<file path="config.mk">
export PLATFORM = sky130hd
export DESIGN_NAME = length_prefixed_ring_queue_top
export DESIGN_NICKNAME = d
export VERILOG_FILES = /design/src/rtl/lprq_pkg.sv /design/src/rtl/lprq_fifo.sv /design/src/rtl/lprq_front.sv /design/src/rtl/lprq_back.sv /design/src/rtl/length_prefixed_ring_queue_top.sv
export VERILOG_INCLUDE_DIRS = /design/src /design/src/rtl
export SDC_FILE = /design/constraint.sdc
export NUM_CORES = 2
export LEC_CHECK = 0
export BUFFER_PORTS_ARGS = -buffer_cell sky130_fd_sc_hd__buf_2
export CAP_MARGIN = 5
export CORE_ASPECT_RATIO = 0.7
export CORE_UTILIZATION = 50
export DETAILED_ROUTE_END_ITERATION = 16
export PLACE_DENSITY = 0.67
export SLEW_MARGIN = 20
export SYNTH_ARGS = -nofsm -noshare
export SYNTH_HDL_FRONTEND = slang
export SYNTH_SLANG_ARGS = --single-unit
</file>
<file path="constraint.sdc">
create_clock -name clk -period 7.24 [get_ports clk]
set_input_delay 0.362 -clock clk [delete_from_list [all_inputs] [get_ports clk]]
set_output_delay 0.362 -clock clk [all_outputs]
set_load 0.01 [all_outputs]
</file>
<file path="src/rtl/length_prefixed_ring_queue_top_macros.svh">
// Assertion helpers for the ring queue top level.
// Both expect clk and rst_n in scope.
`ifndef LENGTH_PREFIXED_RING_QUEUE_TOP_MACROS_SVH
`define LENGTH_PREFIXED_RING_QUEUE_TOP_MACROS_SVH

// same-cycle implication
`define LPRQ_AST_NOW(lbl, ante, cons, msg) \
    lbl: assert property (@(posedge clk) disable iff (!rst_n) (ante) |-> (cons)) \
        else $error(msg);

// next-cycle implication
`define LPRQ_AST_NEXT(lbl, ante, cons, msg) \
    lbl: assert property (@(posedge clk) disable iff (!rst_n) (ante) |=> (cons)) \
        else $error(msg);

`endif

</file>
<file path="src/rtl/lprq_pkg.sv">
`default_nettype none

package lprq_pkg;

    localparam int BUFFER_WORDS_DEF = 64;
    localparam int CMDQ_DEPTH       = 2;
    localparam int RESQ_DEPTH       = 4;

    localparam logic [8:0] MAX_ADV_RESET = 9'd256;

    // input mode codes
    localparam logic [1:0] MODE_INSERT  = 2'd0;
    localparam logic [1:0] MODE_PAYLOAD = 2'd1;
    localparam logic [1:0] MODE_FETCH   = 2'd2;
    localparam logic [1:0] MODE_UNUSED  = 2'd3;

    // result kind codes
    localparam logic [1:0] KIND_ACCEPT      = 2'd0;
    localparam logic [1:0] KIND_REJECT      = 2'd1;
    localparam logic [1:0] KIND_FETCH_EMPTY = 2'd2;
    localparam logic [1:0] KIND_WORD        = 2'd3;

    typedef struct packed {
        logic [1:0]  mode;
        logic [7:0]  request_size;
        logic [31:0] data_word;
    } cmd_t;

    typedef struct packed {
        logic [1:0]  kind;
        logic [31:0] out_word;
        logic [7:0]  batch_bytes;
        logic        last;
        logic        now_empty;
    } res_t;

    typedef enum logic [1:0] {
        OP_INSERT,
        OP_PAYLOAD,
        OP_FETCH
    } op_t;

    // classified item between front and back
    typedef struct packed {
        op_t         op;
        logic [6:0]  rec_words;   // header + payload words
        logic [31:0] data_word;
    } op_item_t;

    // back end to result queue
    typedef struct packed {
        logic push;
        res_t item;
    } res_wr_t;

    typedef enum logic {
        ST_IDLE,
        ST_FETCH
    } back_state_t;

endpackage

`default_nettype wire

</file>
<file path="src/rtl/lprq_fifo.sv">
`default_nettype none

module lprq_fifo #(
    parameter int WIDTH = 8,
    parameter int DEPTH = 2
) (
    input  wire logic                         clk,
    input  wire logic                         rst_n,
    input  wire logic                         push,
    input  wire logic [WIDTH-1:0]             wdata,
    output logic                              full,
    input  wire logic                         pop,
    output logic [WIDTH-1:0]                  rdata,
    output logic                              empty,
    output logic [$clog2(DEPTH+1)-1:0]        count
);

    localparam int AW = (DEPTH > 1) ? $clog2(DEPTH) : 1;
    localparam int CW = $clog2(DEPTH + 1);

    logic [WIDTH-1:0] slot_reg [DEPTH];
    logic [AW-1:0]    wr_ptr_reg, wr_ptr_next;
    logic [AW-1:0]    rd_ptr_reg, rd_ptr_next;
    logic [CW-1:0]    cnt_reg, cnt_next;
    logic             do_push, do_pop;

    function automatic logic [AW-1:0] ptr_inc(input logic [AW-1:0] p);
        return (p == AW'(DEPTH - 1)) ? '0 : p + AW'(1);
    endfunction

    assign full    = (cnt_reg == CW'(DEPTH));
    assign empty   = (cnt_reg == '0);
    assign count   = cnt_reg;
    assign rdata   = slot_reg[rd_ptr_reg];
    assign do_push = push && !full;
    assign do_pop  = pop && !empty;

    always_comb
    begin
        wr_ptr_next = do_push ? ptr_inc(wr_ptr_reg) : wr_ptr_reg;
        rd_ptr_next = do_pop ? ptr_inc(rd_ptr_reg) : rd_ptr_reg;
        cnt_next    = cnt_reg + CW'(do_push) - CW'(do_pop);
    end

    always_ff @(posedge clk or negedge rst_n)
    begin
        if (!rst_n)
        begin
            wr_ptr_reg <= '0;
            rd_ptr_reg <= '0;
            cnt_reg    <= '0;
        end
        else
        begin
            wr_ptr_reg <= wr_ptr_next;
            rd_ptr_reg <= rd_ptr_next;
            cnt_reg    <= cnt_next;
        end
    end

    always_ff @(posedge clk)
    begin
        if (do_push)
            slot_reg[wr_ptr_reg] <= wdata;
    end

endmodule

`default_nettype wire

</file>
<file path="src/rtl/lprq_front.sv">
`default_nettype none

module lprq_front (
    input  wire logic               clk,
    input  wire logic               rst_n,
    input  wire logic               push,
    input  wire lprq_pkg::cmd_t     cmd,
    output logic                    full,
    input  wire logic               q_pop,
    output lprq_pkg::op_item_t      q_item,
    output logic                    q_empty
);

    import lprq_pkg::*;

    localparam int QW = $bits(op_item_t);

    op_item_t    cls_item;
    logic        cls_keep;
    logic        q_full;
    logic [8:0]  req_round;
    logic [QW-1:0] q_rdata;

    // mode decode and record sizing
    always_comb
    begin
        req_round          = ({1'b0, cmd.request_size} + 9'd3) >> 2;
        cls_item.rec_words = 7'(req_round) + 7'd1;
        cls_item.data_word = cmd.data_word;
        cls_item.op        = OP_PAYLOAD;
        cls_keep           = 1'b1;
        unique case (cmd.mode)
            MODE_INSERT:  cls_item.op = OP_INSERT;
            MODE_PAYLOAD: cls_item.op = OP_PAYLOAD;
            MODE_FETCH:   cls_item.op = OP_FETCH;
            MODE_UNUSED:  cls_keep    = 1'b0;   // dropped at the door
            default:      cls_keep    = 1'b0;
        endcase
    end

    assign full   = q_full;
    assign q_item = op_item_t'(q_rdata);

    lprq_fifo #(
        .WIDTH (QW),
        .DEPTH (CMDQ_DEPTH)
    ) u_cmdq (
        .clk   (clk),
        .rst_n (rst_n),
        .push  (push && cls_keep),
        .wdata (cls_item),
        .full  (q_full),
        .pop   (q_pop),
        .rdata (q_rdata),
        .empty (q_empty),
        .count ()
    );

endmodule

`default_nettype wire

</file>
<file path="src/rtl/lprq_back.sv">
`default_nettype none

module lprq_back #(
    parameter int BUFFER_WORDS = lprq_pkg::BUFFER_WORDS_DEF
) (
    input  wire logic                                   clk,
    input  wire logic                                   rst_n,
    input  wire logic                                   cfg_we,
    input  wire logic [8:0]                             cfg_wdata,
    input  wire logic                                   cmd_valid,
    input  wire lprq_pkg::op_item_t                     cmd_item,
    output logic                                        cmd_pop,
    input  wire logic [$clog2(lprq_pkg::RESQ_DEPTH+1)-1:0] res_count,
    output lprq_pkg::res_wr_t                           res_wr
);

    import lprq_pkg::*;

    localparam int PW = $clog2(BUFFER_WORDS);
    localparam int CW = $clog2(RESQ_DEPTH + 1);

    back_state_t state_reg, state_next;

    logic [31:0]           mem_reg [BUFFER_WORDS];
    logic [BUFFER_WORDS-1:0] vld_reg;

    logic [PW-1:0] head_reg, head_next;
    logic [PW-1:0] tail_reg, tail_next;
    logic [PW-1:0] wp_reg, wp_next;
    logic [6:0]    wl_reg, wl_next;
    logic          open_reg, open_next;
    logic [8:0]    mab_reg;

    logic [PW-1:0] fidx_reg, fidx_next;
    logic [PW-1:0] fleft_reg, fleft_next;
    logic [PW-1:0] bwords_reg, bwords_next;
    logic          rd_pend_reg, rd_pend_next;
    logic          rd_last_reg, rd_last_next;
    logic [31:0]   rd_data_reg;
    logic          rd_vld_reg;

    logic          mem_we, mem_re;
    logic [PW-1:0] mem_waddr;
    logic [31:0]   mem_wdata;

    logic [PW:0]   diff;
    logic [PW-1:0] used_w;
    logic          ok_adv, ok_cap, ins_ok;
    logic [7:0]    tail_sum, tail_wrap;
    logic          res_room;

    function automatic logic [PW-1:0] wrap_inc(input logic [PW-1:0] p);
        return (p == PW'(BUFFER_WORDS - 1)) ? '0 : p + PW'(1);
    endfunction

    // occupancy and insert admission
    always_comb
    begin
        if (tail_reg >= head_reg)
            diff = {1'b0, tail_reg} - {1'b0, head_reg};
        else
            diff = {1'b0, tail_reg} + (PW+1)'(BUFFER_WORDS) - {1'b0, head_reg};
        used_w    = diff[PW-1:0];
        ok_adv    = ((10'(used_w) << 2) + (10'(cmd_item.rec_words) << 2)) < 10'(mab_reg);
        ok_cap    = (8'(used_w) + 8'(cmd_item.rec_words)) <= 8'(BUFFER_WORDS);
        ins_ok    = ok_adv && ok_cap;
        tail_sum  = 8'(tail_reg) + 8'(cmd_item.rec_words);
        tail_wrap = (tail_sum >= 8'(BUFFER_WORDS)) ? tail_sum - 8'(BUFFER_WORDS) : tail_sum;
        res_room  = ((CW+1)'(res_count) + (CW+1)'(rd_pend_reg)) < (CW+1)'(RESQ_DEPTH);
    end

    always_comb
    begin
        state_next   = state_reg;
        head_next    = head_reg;
        tail_next    = tail_reg;
        wp_next      = wp_reg;
        wl_next      = wl_reg;
        open_next    = open_reg;
        fidx_next    = fidx_reg;
        fleft_next   = fleft_reg;
        bwords_next  = bwords_reg;
        rd_pend_next = 1'b0;
        rd_last_next = rd_last_reg;
        mem_we       = 1'b0;
        mem_waddr    = tail_reg;
        mem_wdata    = '0;
        mem_re       = 1'b0;
        cmd_pop      = 1'b0;
        res_wr       = '0;

        // word read last cycle goes out now
        if (rd_pend_reg)
        begin
            res_wr.push             = 1'b1;
            res_wr.item.kind        = KIND_WORD;
            res_wr.item.out_word    = rd_vld_reg ? rd_data_reg : '0;
            res_wr.item.batch_bytes = 8'({bwords_reg, 2'b00});
            res_wr.item.last        = rd_last_reg;
            res_wr.item.now_empty   = (head_reg == tail_reg);
        end

        unique case (state_reg)
            ST_IDLE:
            begin
                if (cmd_valid && !rd_pend_reg && res_room)
                begin
                    cmd_pop = 1'b1;
                    unique case (cmd_item.op)
                        OP_INSERT:
                        begin
                            wl_next = cmd_item.rec_words - 7'd1;
                            if (ins_ok)
                            begin
                                mem_we    = 1'b1;
                                mem_waddr = tail_reg;
                                mem_wdata = 32'({cmd_item.rec_words, 2'b00});
                                wp_next   = wrap_inc(tail_reg);
                                tail_next = tail_wrap[PW-1:0];
                                open_next = 1'b1;
                            end
                            else
                                open_next = 1'b0;
                            res_wr.push           = 1'b1;
                            res_wr.item.kind      = ins_ok ? KIND_ACCEPT : KIND_REJECT;
                            res_wr.item.now_empty = (head_reg == tail_next);
                        end
                        OP_PAYLOAD:
                        begin
                            if (wl_reg != '0)
                            begin
                                if (open_reg)
                                begin
                                    mem_we    = 1'b1;
                                    mem_waddr = wp_reg;
                                    mem_wdata = cmd_item.data_word;
                                    wp_next   = wrap_inc(wp_reg);
                                end
                                wl_next = wl_reg - 7'd1;
                                if (wl_reg == 7'd1)
                                    open_next = 1'b0;
                            end
                        end
                        OP_FETCH:
                        begin
                            if (head_reg == tail_reg || (open_reg && wl_reg != '0))
                            begin
                                res_wr.push           = 1'b1;
                                res_wr.item.kind      = KIND_FETCH_EMPTY;
                                res_wr.item.last      = 1'b1;
                                res_wr.item.now_empty = (head_reg == tail_reg);
                            end
                            else
                            begin
                                fidx_next   = head_reg;
                                fleft_next  = used_w;
                                bwords_next = used_w;
                                head_next   = tail_reg;
                                state_next  = ST_FETCH;
                            end
                        end
                        default: ;
                    endcase
                end
            end
            ST_FETCH:
            begin
                if (res_room)
                begin
                    mem_re       = 1'b1;
                    rd_pend_next = 1'b1;
                    rd_last_next = (fleft_reg == PW'(1));
                    fidx_next    = wrap_inc(fidx_reg);
                    fleft_next   = fleft_reg - PW'(1);
                    if (fleft_reg == PW'(1))
                        state_next = ST_IDLE;
                end
            end
            default: state_next = ST_IDLE;
        endcase
    end

    always_ff @(posedge clk or negedge rst_n)
    begin
        if (!rst_n)
        begin
            state_reg   <= ST_IDLE;
            head_reg    <= '0;
            tail_reg    <= '0;
            wp_reg      <= '0;
            wl_reg      <= '0;
            open_reg    <= 1'b0;
            mab_reg     <= MAX_ADV_RESET;
            fidx_reg    <= '0;
            fleft_reg   <= '0;
            bwords_reg  <= '0;
            rd_pend_reg <= 1'b0;
            rd_last_reg <= 1'b0;
            vld_reg     <= '0;
        end
        else
        begin
            state_reg   <= state_next;
            head_reg    <= head_next;
            tail_reg    <= tail_next;
            wp_reg      <= wp_next;
            wl_reg      <= wl_next;
            open_reg    <= open_next;
            fidx_reg    <= fidx_next;
            fleft_reg   <= fleft_next;
            bwords_reg  <= bwords_next;
            rd_pend_reg <= rd_pend_next;
            rd_last_reg <= rd_last_next;
            if (cfg_we)
                mab_reg <= cfg_wdata;
            // fetch reads clear the word; no write happens during a fetch
            if (mem_we)
                vld_reg[mem_waddr] <= 1'b1;
            if (mem_re)
                vld_reg[fidx_reg] <= 1'b0;
        end
    end

    // word store: one write port, one registered read port
    always_ff @(posedge clk)
    begin
        if (mem_we)
            mem_reg[mem_waddr] <= mem_wdata;
        if (mem_re)
        begin
            rd_data_reg <= mem_reg[fidx_reg];
            rd_vld_reg  <= vld_reg[fidx_reg];
        end
    end

endmodule

`default_nettype wire

</file>
<file path="src/rtl/length_prefixed_ring_queue_top.sv">
`default_nettype none
//
//  channel   direction  handshake              payload
//  -------   ---------  ---------------------  -----------------------------
//  cmd       in         push / full            cmd_t: mode, size, data word
//  result    out        pop / empty            res_t: kind, word, bytes, ...
//  config    in         cfg_we (no wait)       cfg_wdata: max advance bytes
//
//  Insert header, payload word: back end takes 1 item/cycle when not stalled.
//  Fetch of N words: the start moves head to tail, then 1 word/cycle off the store's
//  single registered read port while the result queue has room.
//  Reset: all queues empty, ring empty, every store word reads as zero.
//  Stalls: the back end holds while the result queue has no free slot
//  (a word read from the store counts as one); the 2-entry command
//  queue keeps taking items until it fills.
//
`include "length_prefixed_ring_queue_top_macros.svh"

module length_prefixed_ring_queue_top #(
    parameter int BUFFER_WORDS = lprq_pkg::BUFFER_WORDS_DEF
) (
    input  wire logic           clk,
    input  wire logic           rst_n,
    input  wire logic           push,
    input  wire lprq_pkg::cmd_t cmd,
    output logic                full,
    input  wire logic           pop,
    output lprq_pkg::res_t      result,
    output logic                empty,
    input  wire logic           cfg_we,
    input  wire logic [8:0]     cfg_wdata
);

    import lprq_pkg::*;

    localparam int RW = $bits(res_t);
    localparam int CW = $clog2(RESQ_DEPTH + 1);

    // front -> back classified items
    op_item_t      q_item;
    logic          q_empty;
    logic          q_pop;

    // back -> result queue
    res_wr_t       res_wr;
    logic          res_full;
    logic [CW-1:0] res_count;
    logic [RW-1:0] res_rdata;

    // Front: decodes mode, sizes the record, drops unused codes.
    lprq_front u_front (
        .clk     (clk),
        .rst_n   (rst_n),
        .push    (push),
        .cmd     (cmd),
        .full    (full),
        .q_pop   (q_pop),
        .q_item  (q_item),
        .q_empty (q_empty)
    );

    // Back: ring state, word store, fetch sequencer.
    lprq_back #(
        .BUFFER_WORDS (BUFFER_WORDS)
    ) u_back (
        .clk       (clk),
        .rst_n     (rst_n),
        .cfg_we    (cfg_we),
        .cfg_wdata (cfg_wdata),
        .cmd_valid (!q_empty),
        .cmd_item  (q_item),
        .cmd_pop   (q_pop),
        .res_count (res_count),
        .res_wr    (res_wr)
    );

    // Result queue; back end only pushes with room reserved for the
    // word in flight from the store.
    lprq_fifo #(
        .WIDTH (RW),
        .DEPTH (RESQ_DEPTH)
    ) u_resq (
        .clk   (clk),
        .rst_n (rst_n),
        .push  (res_wr.push),
        .wdata (res_wr.item),
        .full  (res_full),
        .pop   (pop),
        .rdata (res_rdata),
        .empty (empty),
        .count (res_count)
    );

    assign result = res_t'(res_rdata);

    // credit accounting must never overrun the result queue
    `LPRQ_AST_NOW(a_res_no_overflow, res_wr.push, !res_full, "result queue overrun")
    // fetched words leave the ring empty
    `LPRQ_AST_NOW(a_word_now_empty, !empty && result.kind == KIND_WORD, result.now_empty,
                  "fetched word without empty ring")
    // a pushed fetch-empty result is waiting in the result queue next cycle
    `LPRQ_AST_NEXT(a_empty_last, res_wr.push && res_wr.item.kind == KIND_FETCH_EMPTY,
                   !empty, "fetch-empty result lost")

endmodule

`default_nettype wire

</file>
==> flow_metrics.env <==
export IMPL_status="completed"
export IMPL_crit_path_end_kind="flop"
export IMPL_multi_input_area_um2=17900
export IMPL_min_delay_path_class="in -> reg"
export IMPL_finalCritPeriodShare_pct=86.2
export IMPL_die_h_um=361
export IMPL_yosysMostFrequentCell="edfxtp_1"
export IMPL_post_route_util_pct=57.6
export IMPL_io_pins=102
export IMPL_r2r_end="u_back.mem_reg[0][19]"
export IMPL_routabilityCongestion=0.963
export IMPL_fin_nets=5538
export IMPL_hold_path_depth=3
export IMPL_routed_wl_um=276000
export IMPL_ys_async_sr_fraction_pct=5.32
export IMPL_synth_flop_cell="edfxtp_1"
export IMPL_fin_skew_ns=0.0389
export IMPL_antenna_left=0
export IMPL_min_period_ns=6.24
export IMPL_io_buffer_count=99
export IMPL_syn_cell_area_um2=91900
export IMPL_largest_reg_flops=2048
export IMPL_insertion_delay_ns=0.88
export IMPL_antenna_found_initial=25
export IMPL_critPathLaunch="u_back.head_reg[1]"
export IMPL_power_leakage_uw=0.0310
export IMPL_core_um2=182000
export IMPL_rsz0062_at_grt="no"
export IMPL_dr_first_iter_drc_count=9557
export IMPL_reg2reg_from="u_back.head_reg[1]"
export IMPL_synth_area_leaders="edfxtp_1, a22oi_1, dfrtp_1, a221oi_1, a22o_1"
export IMPL_yosysWarnings=0
export IMPL_worstPathMaxFanout=32
export IMPL_ys_ff_latch=2462
export IMPL_cts_buffers=210
export IMPL_dieWidth_um=514
export IMPL_fp_row_count=131
export IMPL_synth_top_cell_area_share_pct=76.2
export IMPL_yosys_cell_types_count=77
export IMPL_avgSynthCellArea_um2=17.8
export IMPL_seqCellArea_um2=73300
export IMPL_clk_pin_slew_worst_paths_ns=0.06
export IMPL_final_setup_viol_count=0
export IMPL_clock_path_buffers=3
export IMPL_root_buffer="clkbuf_16"
export IMPL_fmax_mhz=160
export IMPL_routed_via_density=6.74
export IMPL_crit_arrival_ns=6.72
export IMPL_relSlewSlack_pct=11.2
export IMPL_reg2reg_depth=22
export IMPL_cap_violations=0
export IMPL_dpl_hpwl_um=166000
export IMPL_ir_worst_vdd_uv=320
export IMPL_p_per_area_nw_per_um2=399
export IMPL_hp_start="cmd[34]"
export IMPL_htreeDepth=4
export IMPL_hold_end="u_front.u_cmdq.slot_reg[1][34]"
export IMPL_grtUsageTotal_pct=29.4
export IMPL_yosysSeqAreaShare_pct=79.7
export IMPL_die_area_um2=186000
export IMPL_fill_cells=13200
export IMPL_reg2reg_setup_slack_ns=1.0
export IMPL_synth_edf_count=2331
export IMPL_initial_core_util_pct=50.4
export IMPL_gr_total_overflow=0
export IMPL_wl_per_cell_um=34.2
export IMPL_first_pass_iters=6
export IMPL_setup_worst_path_class="reg -> reg"
export IMPL_worstMarginPinSlew_ns=1.33
export IMPL_finalSetupTns_ns=0
export IMPL_crit_required_ns=7.72
export IMPL_grt_start_max_net_pins=98
export IMPL_routed_via_count=54500
export IMPL_slew_viol_final=0
export IMPL_syn2layout_area_growth_pct=14.4
export IMPL_drc=0
export IMPL_netlist_top_cells_count="edfxtp_1, a22oi_1, a31oi_1, a221oi_1, a22o_1"
export IMPL_syn_inst=5166
export IMPL_cts_sinks=2462
export IMPL_drive_gt1_share_pct=15.4
export IMPL_crit_path_start_kind="flop"
export IMPL_grt_pass1_vias=50800
export IMPL_grt_pass1_wl_um=387000
export IMPL_cts_resized=0
export IMPL_hold_violations=0
export IMPL_cts_tree="built"
export IMPL_synth_top_area_cell="edfxtp_1"
==> how the worst max path moves through the flow <==
| stage | to | cells after the start |
|---|---|---|
| 2_1_floorplan | u_back.mem_reg[0][2] | 20 |
| 3_3_place_gp | u_back.mem_reg[56][22] | 22 |
| 3_5_place_dp | u_back.mem_reg[8][13] | 22 |
| 4_1_cts | u_back.mem_reg[15][14] | 22 |
| 5_1_grt | u_back.mem_reg[20][2] | 22 |
| 6_report | u_back.mem_reg[0][19] | 22 |
==> cell usage in the layout, fill, tap and decap left out, drive strengths merged, types with 65 or more instances in the layout <==
cell type / netlist / layout
edfxtp: 2331 / 2331
a22oi: 642 / 642
buf: 161 / 341
a31oi: 266 / 266
clkbuf: 189 / 254
a221oi: 213 / 213
a22o: 210 / 210
a21oi: 146 / 146
nor2: 146 / 146
dfrtp: 130 / 130
clkinv: 0 / 100
nand2: 78 / 78
o21ai: 67 / 67
nand4: 65 / 65
dlygate4sd3: 0 / 65
==> cells by family after synthesis <==
family | after synthesis | share of synthesized area, %
flip-flops | 2462 | 79.7
AO/OA/AOI/OAI | 1620 | 13.0
AND/OR/NAND/NOR | 497 | 2.75
buffers and inverters | 402 | 1.82
multiplexers | 99 | 1.67
adder cells (fa/ha/maj) | 47 | 0.673
XOR/XNOR | 38 | 0.377
other | 1 | 0.00408
==> routing by layer <==
metal  vias up  track usage (%)  routed length, um
met5         -                0                442
met2      3984             40.0             115000
met1     27800             43.7             110000
li1      22200                -                  -
met4        18             8.76               8340
met3       458             11.3              42400
==> cell type report <==
class	count	share of cell area (%)
clock buffers	254	5.24
flip-flops and latches	2462	69.7
repair buffers	406	3.52
clock inverters	140	1.39
inverters	52	0.186
diodes	6	0.0143
well taps	2460	2.93
multi-input cells	2303	17.0
==> timing repair <==
| action | 4_1_cts | 5_1_grt |
|---|---|---|
| hold endpoints to repair | 152 | 0 |
| hold buffers | 65 | 0 |
| setup buffers | 0 | 0 |
==> worst max-delay path, cell delays in order (launching register included) <==
cell	delay, ns
dfrtp_1	0.41
inv_1	0.16
ha_1	0.28
a21o_1	0.16
a21o_1	0.19
a21o_1	0.18
a21oi_1	0.17
xnor2_1	0.21
ha_1	0.47
or4b_1	0.46
o2111a_1	0.17
o311ai_2	0.12
ha_1	0.34
a21oi_1	0.18
o21a_1	0.13
o21ai_0	0.14
a211oi_2	0.47
o2111ai_2	0.32
nand2_1	0.29
nand2_1	0.08
buf_4	0.28
nor2_4	0.15
buf_4	0.48
==> metrics by stage <==
step / power, uW / cells / cell area, um2 / setup WS, ns / hold WS (ns)
6_report: 41900 / 8083 / 105000 / 1.00 / 0.0621
5_1_grt: 43100 / 8077 / 105000 / 0.690 / 0.0855
4_1_cts: 41500 / 8073 / 105000 / 1.13 / 0.0155
3_5_place_dp: 30100 / 7614 / 97400 / 1.19 / 0.403
3_3_place_gp: 30100 / 7609 / 97300 / 1.10 / 0.391
2_1_floorplan: 24300 / 5167 / 91900 / 0.825 / 0.0664
==> where the power goes <==
| part | total (uW) | internal [uW] | switching (uW) |
|---|---|---|---|
| clock network | 11500 | 6340 | 5200 |
| logic | 13700 | 4300 | 9380 |
| registers | 16700 | 16300 | 405 |
| total | 41900 | 26900 | 15000 |
No activity file was read; power rests on OpenSTA's default activity.
